[src/hdl/sfs_pkg.sv]
// ----------------------------------------------------------------------------
// sfs_pkg: shared types and constants of the sensor fault supervisor
// Holds the configuration layout, supervisor state, result codes and
// register reset values used by the datapath and register file.
// ----------------------------------------------------------------------------
package sfs_pkg;

  // Width of the wrapping millisecond time base
  localparam int unsigned TimeWidth = 32;
  localparam int unsigned CfgIdxWidth = 3;
  localparam int unsigned CfgDataWidth = 32;

  // Register indexes of the configuration port
  localparam logic [CfgIdxWidth-1:0] CFG_FAULT_DELAY   = 3'd0;
  localparam logic [CfgIdxWidth-1:0] CFG_SOIL_RAW_LOW  = 3'd1;
  localparam logic [CfgIdxWidth-1:0] CFG_SOIL_RAW_HIGH = 3'd2;
  localparam logic [CfgIdxWidth-1:0] CFG_WET_SET       = 3'd3;
  localparam logic [CfgIdxWidth-1:0] CFG_WET_CLEAR     = 3'd4;
  localparam logic [CfgIdxWidth-1:0] CFG_TEMP_FLOOR    = 3'd5;

  // Register reset values
  localparam logic [TimeWidth-1:0] FaultDelayRst    = TimeWidth'(30000);
  localparam logic [9:0]           SoilRawLowRst    = 10'd5;
  localparam logic [9:0]           SoilRawHighRst   = 10'd1020;
  localparam logic [6:0]           WetSetRst        = 7'd85;
  localparam logic [6:0]           WetClearRst      = 7'd80;
  localparam logic signed [11:0]   TempFloorRst     = -12'sd1000;

  // Fault codes
  typedef enum logic [1:0] {
    CODE_NONE = 2'd0,
    CODE_AIR  = 2'd1,
    CODE_SOIL = 2'd2,
    CODE_WET  = 2'd3
  } code_e;

  // Relay and fan commands
  typedef enum logic [1:0] {
    CMD_NONE  = 2'd0,
    CMD_FORCE = 2'd1,
    CMD_CLEAR = 2'd2
  } cmd_e;

  typedef struct packed {
    logic [TimeWidth-1:0] fault_delay_ms;
    logic [9:0]           soil_raw_low;
    logic [9:0]           soil_raw_high;
    logic [6:0]           overwater_set_pct;
    logic [6:0]           overwater_clear_pct;
    logic signed [11:0]   temp_floor_tenths;
  } cfg_t;

  typedef struct packed {
    logic                 tracking;
    logic [TimeWidth-1:0] now_ms;
    logic                 temp_valid;
    logic                 humi_valid;
    logic signed [11:0]   temp_tenths;
    logic [9:0]           soil_raw;
    logic [6:0]           soil_percent;
  } sample_t;

  typedef struct packed {
    logic                 safe_flag;
    code_e                error_state;
    logic                 air_pending;
    logic [TimeWidth-1:0] air_fault_start;
    logic                 soil_pending;
    logic [TimeWidth-1:0] soil_fault_start;
  } state_t;

  typedef struct packed {
    logic  safe_active;
    code_e fault_code;
    cmd_e  pump_lock_cmd;
    cmd_e  mist_lock_cmd;
    logic  fan_lock_clear;
    cmd_e  fan_cycle_cmd;
  } result_t;

endpackage

[src/hdl/sfs_cfg_regs.sv]
// ----------------------------------------------------------------------------
// sfs_cfg_regs: configuration register file
// Decodes register writes by index; writes to unknown indexes are dropped.
// ----------------------------------------------------------------------------
module sfs_cfg_regs (
  input  logic                               clk_i,
  input  logic                               rst_ni,
  input  logic                               cfg_valid_i,
  output logic                               cfg_ready_o,
  input  logic [sfs_pkg::CfgIdxWidth-1:0]    cfg_index_i,
  input  logic [sfs_pkg::CfgDataWidth-1:0]   cfg_data_i,
  output sfs_pkg::cfg_t                      cfg_o
);
  import sfs_pkg::*;

  cfg_t cfg_q;

  // Always take a write beat
  assign cfg_ready_o = 1'b1;

  // Update the addressed register
  always_ff @(posedge clk_i or negedge rst_ni) begin
    if (!rst_ni) begin
      cfg_q.fault_delay_ms      <= FaultDelayRst;
      cfg_q.soil_raw_low        <= SoilRawLowRst;
      cfg_q.soil_raw_high       <= SoilRawHighRst;
      cfg_q.overwater_set_pct   <= WetSetRst;
      cfg_q.overwater_clear_pct <= WetClearRst;
      cfg_q.temp_floor_tenths   <= TempFloorRst;
    end else if (cfg_valid_i && cfg_ready_o) begin
      unique case (cfg_index_i)
        CFG_FAULT_DELAY:   cfg_q.fault_delay_ms      <= cfg_data_i[TimeWidth-1:0];
        CFG_SOIL_RAW_LOW:  cfg_q.soil_raw_low        <= cfg_data_i[9:0];
        CFG_SOIL_RAW_HIGH: cfg_q.soil_raw_high       <= cfg_data_i[9:0];
        CFG_WET_SET:       cfg_q.overwater_set_pct   <= cfg_data_i[6:0];
        CFG_WET_CLEAR:     cfg_q.overwater_clear_pct <= cfg_data_i[6:0];
        CFG_TEMP_FLOOR:    cfg_q.temp_floor_tenths   <= $signed(cfg_data_i[11:0]);
        default: ;
      endcase
    end
  end

  assign cfg_o = cfg_q;

endmodule

[src/hdl/sfs_eval.sv]
// ----------------------------------------------------------------------------
// sfs_eval: per-sample fault qualification and safe-mode decision
// Computes the next supervisor state and the commands for one sample.
// ----------------------------------------------------------------------------
module sfs_eval (
  input  sfs_pkg::cfg_t    cfg_i,
  input  sfs_pkg::sample_t sample_i,
  input  sfs_pkg::state_t  state_i,
  output sfs_pkg::state_t  state_o,
  output sfs_pkg::result_t result_o
);
  import sfs_pkg::*;

  logic                 air_ok;
  logic                 soil_ok;
  logic [TimeWidth-1:0] air_elapsed;
  logic [TimeWidth-1:0] soil_elapsed;
  logic                 air_due;
  logic                 soil_due;

  // Classify the sensors and measure wrapping fault age
  assign air_ok  = sample_i.temp_valid && sample_i.humi_valid &&
                   (sample_i.temp_tenths > cfg_i.temp_floor_tenths);
  assign soil_ok = !((sample_i.soil_raw <= cfg_i.soil_raw_low) ||
                     (sample_i.soil_raw >= cfg_i.soil_raw_high));
  assign air_elapsed  = sample_i.now_ms - state_i.air_fault_start;
  assign soil_elapsed = sample_i.now_ms - state_i.soil_fault_start;
  assign air_due  = air_elapsed >= cfg_i.fault_delay_ms;
  assign soil_due = soil_elapsed >= cfg_i.fault_delay_ms;

  // When tracking, run air, soil, overwater, recovery in order; last action wins
  always_comb begin
    state_t  st;
    result_t res;
    st  = state_i;
    res = '{safe_active: 1'b0, fault_code: CODE_NONE, pump_lock_cmd: CMD_NONE,
            mist_lock_cmd: CMD_NONE, fan_lock_clear: 1'b0, fan_cycle_cmd: CMD_NONE};

    if (!sample_i.tracking) begin
      if (st.safe_flag) begin
        st.safe_flag       = 1'b0;
        st.error_state     = CODE_NONE;
        res.pump_lock_cmd  = CMD_CLEAR;
        res.mist_lock_cmd  = CMD_CLEAR;
        res.fan_lock_clear = 1'b1;
        res.fan_cycle_cmd  = CMD_CLEAR;
      end
    end else begin
      // Air sensor qualification
      if (!air_ok) begin
        if (!st.air_pending) begin
          st.air_pending     = 1'b1;
          st.air_fault_start = sample_i.now_ms;
        end else if (air_due && (st.error_state != CODE_AIR)) begin
          st.safe_flag      = 1'b1;
          st.error_state    = CODE_AIR;
          res.mist_lock_cmd = CMD_FORCE;
          res.fan_cycle_cmd = CMD_FORCE;
        end
      end else begin
        st.air_pending = 1'b0;
      end

      // Soil sensor qualification
      if (!soil_ok) begin
        if (!st.soil_pending) begin
          st.soil_pending     = 1'b1;
          st.soil_fault_start = sample_i.now_ms;
        end else if (soil_due && (st.error_state != CODE_SOIL)) begin
          st.safe_flag      = 1'b1;
          st.error_state    = CODE_SOIL;
          res.pump_lock_cmd = CMD_FORCE;
        end
      end else begin
        st.soil_pending = 1'b0;
      end

      // Overwater entry
      if (soil_ok && (sample_i.soil_percent > cfg_i.overwater_set_pct) &&
          (st.error_state != CODE_WET)) begin
        st.safe_flag      = 1'b1;
        st.error_state    = CODE_WET;
        res.pump_lock_cmd = CMD_FORCE;
      end

      // Recovery
      if (st.safe_flag) begin
        if (air_ok && soil_ok && (st.error_state != CODE_WET)) begin
          st.safe_flag       = 1'b0;
          st.error_state     = CODE_NONE;
          res.pump_lock_cmd  = CMD_CLEAR;
          res.mist_lock_cmd  = CMD_CLEAR;
          res.fan_lock_clear = 1'b1;
          res.fan_cycle_cmd  = CMD_CLEAR;
        end else if ((st.error_state == CODE_WET) && soil_ok &&
                     (sample_i.soil_percent <= cfg_i.overwater_clear_pct)) begin
          st.safe_flag      = 1'b0;
          st.error_state    = CODE_NONE;
          res.pump_lock_cmd = CMD_CLEAR;
        end
      end
    end

    res.safe_active = st.safe_flag;
    res.fault_code  = st.error_state;
    state_o  = st;
    result_o = res;
  end

endmodule

[src/hdl/sensor_fault_supervisor_unit.sv]
// ----------------------------------------------------------------------------
// sensor_fault_supervisor_unit: sensor fault qualification and safe mode
// Usage:
//  - Sample channel: in_valid_i with the sample fields; a beat is taken on a
//    rising edge with in_valid_i high and in_stall_o low.
//  - Result channel: out_valid_o with the command fields; a beat leaves on a
//    rising edge with out_valid_o high and out_stall_i low.
//  - Configuration: cfg_valid_i/cfg_ready_o with cfg_index_i and cfg_data_i;
//    cfg_ready_o is always high. Write only while no sample is in flight.
//  - Throughput: one sample per cycle while the result is not stalled, set by
//    the single evaluation stage between the sample register and the result register.
//  - Stall: while out_stall_i holds a result, the sample register can still
//    load one beat; in_stall_o rises once that register is full too.
//  - Reset: both registers empty, safe mode off, no pending faults, and all
//    thresholds at their default values.
// ----------------------------------------------------------------------------
module sensor_fault_supervisor_unit (
  input  logic                             clk_i,
  input  logic                             rst_ni,
  // Sample channel
  input  logic                             in_valid_i,
  output logic                             in_stall_o,
  input  logic                             tracking_i,
  input  logic [31:0]                      now_ms_i,
  input  logic                             temp_valid_i,
  input  logic                             humi_valid_i,
  input  logic signed [11:0]               temp_tenths_i,
  input  logic [9:0]                       soil_raw_i,
  input  logic [6:0]                       soil_percent_i,
  // Result channel
  output logic                             out_valid_o,
  input  logic                             out_stall_i,
  output logic                             safe_active_o,
  output logic [1:0]                       fault_code_o,
  output logic [1:0]                       pump_lock_cmd_o,
  output logic [1:0]                       mist_lock_cmd_o,
  output logic                             fan_lock_clear_o,
  output logic [1:0]                       fan_cycle_cmd_o,
  // Configuration write channel
  input  logic                             cfg_valid_i,
  output logic                             cfg_ready_o,
  input  logic [sfs_pkg::CfgIdxWidth-1:0]  cfg_index_i,
  input  logic [sfs_pkg::CfgDataWidth-1:0] cfg_data_i
);
  import sfs_pkg::*;

  cfg_t    cfg;
  sample_t smp_q;
  logic    smp_vld_q;
  state_t  state_q;
  state_t  state_d;
  result_t res_d;
  result_t res_q;
  logic    res_vld_q;
  logic    advance;
  logic    fire;

  sfs_cfg_regs u_cfg (
    .clk_i       (clk_i),
    .rst_ni      (rst_ni),
    .cfg_valid_i (cfg_valid_i),
    .cfg_ready_o (cfg_ready_o),
    .cfg_index_i (cfg_index_i),
    .cfg_data_i  (cfg_data_i),
    .cfg_o       (cfg)
  );

  sfs_eval u_eval (
    .cfg_i    (cfg),
    .sample_i (smp_q),
    .state_i  (state_q),
    .state_o  (state_d),
    .result_o (res_d)
  );

  // Handshake: result slot free or draining lets the pipe move
  assign advance    = !res_vld_q || !out_stall_i;
  assign fire       = smp_vld_q && advance;
  assign in_stall_o = smp_vld_q && !advance;

  // Sample register valid
  always_ff @(posedge clk_i or negedge rst_ni) begin
    if (!rst_ni) begin
      smp_vld_q <= 1'b0;
    end else if (!in_stall_o) begin
      smp_vld_q <= in_valid_i;
    end
  end

  // Sample register payload
  always_ff @(posedge clk_i) begin
    if (in_valid_i && !in_stall_o) begin
      smp_q.tracking     <= tracking_i;
      smp_q.now_ms       <= TimeWidth'(now_ms_i);
      smp_q.temp_valid   <= temp_valid_i;
      smp_q.humi_valid   <= humi_valid_i;
      smp_q.temp_tenths  <= temp_tenths_i;
      smp_q.soil_raw     <= soil_raw_i;
      smp_q.soil_percent <= soil_percent_i;
    end
  end

  // Supervisor state, updated as each sample is evaluated
  always_ff @(posedge clk_i or negedge rst_ni) begin
    if (!rst_ni) begin
      state_q.safe_flag        <= 1'b0;
      state_q.error_state      <= CODE_NONE;
      state_q.air_pending      <= 1'b0;
      state_q.air_fault_start  <= '0;
      state_q.soil_pending     <= 1'b0;
      state_q.soil_fault_start <= '0;
    end else if (fire) begin
      state_q <= state_d;
    end
  end

  // Result register valid
  always_ff @(posedge clk_i or negedge rst_ni) begin
    if (!rst_ni) begin
      res_vld_q <= 1'b0;
    end else if (advance) begin
      res_vld_q <= smp_vld_q;
    end
  end

  // Result register payload
  always_ff @(posedge clk_i) begin
    if (fire) begin
      res_q <= res_d;
    end
  end

  assign out_valid_o      = res_vld_q;
  assign safe_active_o    = res_q.safe_active;
  assign fault_code_o     = res_q.fault_code;
  assign pump_lock_cmd_o  = res_q.pump_lock_cmd;
  assign mist_lock_cmd_o  = res_q.mist_lock_cmd;
  assign fan_lock_clear_o = res_q.fan_lock_clear;
  assign fan_cycle_cmd_o  = res_q.fan_cycle_cmd;

endmodule

[config.mk]
export PLATFORM = sky130hd
export DESIGN_NAME = sensor_fault_supervisor_unit
export DESIGN_NICKNAME = d
export VERILOG_FILES = /design/src/hdl/sfs_pkg.sv /design/src/hdl/sfs_cfg_regs.sv /design/src/hdl/sfs_eval.sv /design/src/hdl/sensor_fault_supervisor_unit.sv
export SDC_FILE = /design/constraint.sdc
export NUM_CORES = 1
export LEC_CHECK = 0
export ABC_AREA = 1
export CAP_MARGIN = 25
export CORE_ASPECT_RATIO = 0.8
export CORE_MARGIN = 1.5
export CORE_UTILIZATION = 45
export CTS_CLUSTER_DIAMETER = 80
export DETAILED_ROUTE_END_ITERATION = 8
export DONT_BUFFER_PORTS = 1
export GPL_TIMING_DRIVEN = 0
export PLACE_DENSITY = 0.65
export REMOVE_ABC_BUFFERS = 1
export SYNTH_ARGS = -nofsm -noshare
export SYNTH_HDL_FRONTEND = slang
export SYNTH_SLANG_ARGS = --single-unit
[constraint.sdc]
create_clock -name clk_i -period 4.1 [get_ports clk_i]
set_input_delay 0.41 -clock clk_i [delete_from_list [all_inputs] [get_ports clk_i]]
set_output_delay 0.41 -clock clk_i [all_outputs]
set_load 0.005 [all_outputs]
After elaboration in Yosys (flattened, before gate mapping)
Cells that the tools add are included.
Word-level totals
  register bits after elaboration: 223
  latch bits: 0
  bits in writable memories: 0
  ROM bits: 0
  input port bits: 104
  output and inout port bits: 13
  word-level logic and storage cells: 109
  memories: 0
Operators by class
  $add $sub $neg: 2
  multipliers: 0
  divide/modulo/power cells: 0
  $lt $le $gt $ge: 7
  equal/unequal tests: 10
  shift operators: 0
  mux-type cells: 30
  bitwise operators: 3
  reduce and logical (&&, ||, !) cells: 30
Operators with widths (number)
  greater-or-equal comparator 32 bit: 2
  subtractor 32 bit: 2
  2-to-1 mux 3 bit: 14
  2-to-1 mux 7 bit: 3
  2-to-1 mux 2 bit: 7
  AND reduction 2 bit: 7
  logical AND 1 bit: 13
  > comparator 12 bit: 1
  greater-or-equal comparator 10 bit: 1
  <= comparator 10 bit: 1
  AND reduction 4 bit: 2
  > comparator 7 bit: 1
  <= comparator 7 bit: 1
  equality test 3 x 2 -> 1 bit, second input constant: 2
  equality test 3 bit, second input constant: 2
  inequality test 2 bit, second input constant: 3
  logical NOT 1 bit: 5
  2-to-1 mux 1 bit: 5
  2-to-1 mux 5 bit: 1
  equality test 3 x 1 -> 1 bit, second input constant: 1
  logical NOT 3 bit: 1
  NOT 1 bit: 3
  equality test 2 bit, second input constant: 1
  logical OR 1 bit: 2
  inequality test 2 x 1 -> 1 bit, second input constant: 1

Depth between registers and ports, before layout
  depth after elaboration: 24
  depth in mapped cells: 33
  gate-level depth less buffers: 33

Hierarchy
A second synthesis with hierarchy kept.
Second synthesis, totals
  cell total of the unflattened synthesis: 1969
  area, all modules: 15467.3 um^2
By module, submodules not included
  sfs_eval: times used 1, cells an instance 1231, area each 7230.7 um^2, sequential area each 0.0 um^2
  sensor_fault_supervisor_unit: times used 1, cells an instance 385, area each 5087.4 um^2, sequential area each 3998.8 um^2
  sfs_cfg_regs: times used 1, cells an instance 353, area each 3149.3 um^2, sequential area each 1985.7 um^2

Least setup slack after synthesis
No wires, ideal clock.
  kind: flip-flop to flip-flop
  start: reg smp_q[31] (netlist bit)
  end: reg res_q (netlist bit fault_code_o[1]) (data pin)
  setup time: 0.255 ns
  arrival time: 3.540 ns
  path slack: 0.305 ns
  stages on the path, launching flop included: 29
  period minus slack after synthesis: 3.795 ns
  cells stage by stage: edfxtp_1 > inv_1 > ha_1 > inv_1 > fa_1 > a21oi_1 > o21bai_2 > a21oi_1 > o21ai_1 > nand3_1 > nand3_1 > a211oi_1 > nor2_1 > xor2_1 > ha_1 > nand2_1 > nor2_1 > nand2_1 > nor2_1 > nand4_1 > nand3_1 > nand2_4 > nand2_2 > nand2_1 > nand2_2 > nand3_2 > nand2_4 > nand3_4 > and2_1
RTL lines
  start: declaration: RTL line sensor_fault_supervisor_unit.sv:48  | sample_t smp_q;
  end signal: assignment: RTL line sensor_fault_supervisor_unit.sv:129  | res_q <= res_d;
  end: declaration: RTL line sensor_fault_supervisor_unit.sv:53  | result_t res_q;

==> summary.txt <==
outcome: complete, but fails checks
failing checks: negative setup slack
clock slew at reported path FFs: 0.06 ns
Critical Path RT: 4.43 ns
DR vias: 11300
sequential share of power: 24.2%
initial antenna violation count: 2
DRC: 0
Final Skew: 0.0355 ns
Startpoint Class: register
layout cells sized above 1: 16.2%
final setup fails: 7
number of global-route vias before repair: 10900
H-Tree Level Count: 1
CTS buffer count: 26
Leakage: 8.33 nW
power density cells: 734 nW/um2
crit path time final: 4.19 ns
First DRT Iteration DRCs: 684
Total Nets Final: 2062
worst slack, placed: -0.683 ns
Worst EP arrival: 4.52 ns
RSZ-0062 raised after global routing: yes
pins over their slew limit: 0
crit-path max FO: 5
WS Path Type: register to register
largest net degree at the start of global routing: 150
YS warnings: 0
CTS tree: yes
insertion delay to the later sink of the worst-skew pair: 0.57 ns
Root Buffer: clkbuf_16
DPL Wire Length: 24800 um
hold_ws: 0.0282 ns
first-pass GRT wire length: 56300 um
Via density: 5.08
largest buffer count on any clock path: 3
Comb power frac: 56.1%
Tcrit/Tclk final: 102%
worst min path class: input port to register
sw frac: 42.9%
final hold vios: 0
routed wire length: 34800 um
P_sw: 5.49 mW
MaxCap Viol Count: 0
row count: 57
number of clock sinks: 220
Port Buffers: 0
Die Ht: 161 um
Power, Total: 12.8 mW
sequential-to-total area share from yosys stat: 41.8%
Top Ports: 117
Die W: 201 um
Synth Cell Area: 14100 um2
Clock power frac: 19.7%
area of the core: 30600 um2
FMAX: 239 MHz
Syn-to-layout area delta: 23.7%
RD Place Congestion: 0.901
final worst setup slack: -0.0892 ns
Antenna Nets Post-Route: 0
async set or reset register ratio after synthesis: 67.7%
Seq cells post-synth: 220
cell internal pwr: 7.31 mW
Slew Limit Headroom: 38.7%
Least-Margin Pin Slew: 0.918 ns
Synth Flop Type: dfrtp_1
drt first pass iters: 5
GRT overflow: 0
EDFF count, synth: 71
DR WL/cell: 15.7 um
Synth cell types: 56
die area: 32400 um2
GRT Total Usage: 21.6%
Syn Inst Count: 1658
Post-Syn Area per Cell: 8.50 um2
VDD IR-drop max: 0.000326 V
Initial Utilization: 46.1%
CP endpoint kind: register
==> sequential cells by signal, indices dropped and copies added, names as in the netlist <==
name,count
state_q,69
u_cfg.cfg_o,78
fan_cycle_cmd_o,1
pump_lock_cmd_o,2
smp_q,64
fault_code_o,2
smp_vld_q,1
out_valid_o,1
fan_lock_clear_o,1
safe_active_o,1
==> final timing paths <==
check,from,endpoint,slack [ns],cells past startpoint
min in group asynchronous,rst_ni,u_cfg.cfg_o[37]$_DFFE_PN0P_,0.56,2
worst max register to register,smp_q[42]$_DFFE_PP_,fault_code_o[1]$_DFFE_PP_,-0.09,22
max in group asynchronous,rst_ni,u_cfg.cfg_o[66]$_DFFE_PN0P_,2.98,2
worst max-delay path,smp_q[42]$_DFFE_PP_,fault_code_o[1]$_DFFE_PP_,-0.09,22
worst min-delay path,cfg_data_i[19],u_cfg.cfg_o[65]$_DFFE_PN0P_,0.03,2
worst min register to register,u_cfg.cfg_o[52]$_DFFE_PN0P_,u_cfg.cfg_o[52]$_DFFE_PN0P_,0.49,2
==> layout by cell type (no fill, tap or decap), drive strengths merged, types with 4 or more instances in the layout <==
cell type,instances
a31oi,6
nand2,346
xnor2,16
xor2,46
o21ai,132
inv,269
nand4,13
clkbuf,30
dfrtp,122
clkinv,11
dlygate4sd3,80
a21oi,169
o21a,5
dfstp,27
nand3,43
o21bai,10
a21o,6
edfxtp,71
ha,172
nor3,9
nor2,139
a211oi,4
bufinv,4
buf,49
==> cells in the mapped netlist, drive strengths merged, types with 3 or more instances <==
cell	count	share of area, %
o21a	5	0.27
a211oi	4	0.25
xnor2	16	0.99
nor4	3	0.13
buf	14	0.57
dfrtp	122	22
nand4	13	0.62
a31oi	6	0.27
a21o	6	0.32
nor3	9	0.36
dfstp	27	5.0
a21oi	169	6.2
nor2	139	3.9
o211ai	3	0.16
clkbuf	17	0.45
nand2	346	9.6
nand3	43	2.0
xor2	46	2.9
o21bai	10	0.67
ha	172	15
o21ai	132	4.8
inv	267	7.1
edfxtp	71	15
==> critical path: stages (launching register included) <==
cell and delay, ns:
edfxtp_1 0.51, ha_2 0.44, nand2_1 0.16, nor4_2 0.33
a21boi_2 0.12, inv_2 0.06, nand2_2 0.08, a31oi_2 0.26
a21oi_1 0.14, xor2_1 0.17, ha_1 0.31, a21oi_1 0.16
o21a_1 0.17, nand2_2 0.09, a21oi_4 0.17, nand3_4 0.11
nand2_4 0.12, nand2_1 0.08, nand2_2 0.09, nand3_2 0.10
nand2_4 0.09, nand3_4 0.07, and2_4 0.14
==> cell families after synthesis <==
group                    synth area share [%]
AO/OA/AOI/OAI                            13.6
other                                  0.0266
adder cells (fa/ha/maj)                  15.6
multiplexers                            0.160
XOR/XNOR                                 3.85
AND/OR/NAND/NOR                          16.9
flip-flops                               41.8
buffers and inverters                    8.13
==> timing repair <==
action / in CTS / in global routing
endpoints found under the setup margin: 10 / 10
hold endpoints to repair: 229 / 0
hold buffers: 81 / 0
pin swaps: 31 / 46
resized for setup: 65 / 77
buffers inserted: 22 / 22
==> final cells by class <==
type | instances | area, um2
timing repair buffer | 129 | 1260
fill | 2703 | 13200
antenna | 2 | 5.00
clock buffer | 30 | 718
sequential | 220 | 5890
multi-input combinational | 1140 | 7810
inverter | 267 | 1000
clock inverter | 18 | 233
tap | 413 | 517
==> power by group through the flow <==
| stage | logic [mW] | registers [mW] | clock network [mW] |
|---|---|---|---|
| 2_1_floorplan | 4.59 | 3.06 | 0 |
| 3_3_place_gp | 5.73 | 3.13 | 0 |
| 3_5_place_dp | 5.92 | 3.13 | 0 |
| 4_1_cts | 6.53 | 3.10 | 2.59 |
| 5_1_grt | 8.12 | 3.16 | 2.68 |
| 6_report | 7.18 | 3.10 | 2.52 |
==> metrics by stage <==
step                      util [%]  area (um2)  TNS (ns)  std cells
after floorplan                  -       13900         0       1627
after global placement        47.3       14500     -4.92       2040
after detailed placement      47.6       14600     -5.04       2044
after CTS                     55.2       16900    -0.544       2195
after global routing          57.0       17400     -2.11       2219
final                         57.0       17400    -0.406       2219
==> layer usage <==
| metal | vias up | routed length (um) | GRT usage (%) | part of all wire (%) |
|---|---|---|---|---|
| li1 | 5699 | - | - | - |
| met1 | 5283 | 17500 | 32.3 | 50 |
| met2 | 250 | 14900 | 32.7 | 43 |
| met3 | 32 | 1840 | 3.77 | 5.3 |
| met4 | 0 | 524 | 4.24 | 1.5 |
| met5 | - | 0 | 0 | 0 |
Power figures use the tool's default switching activity.
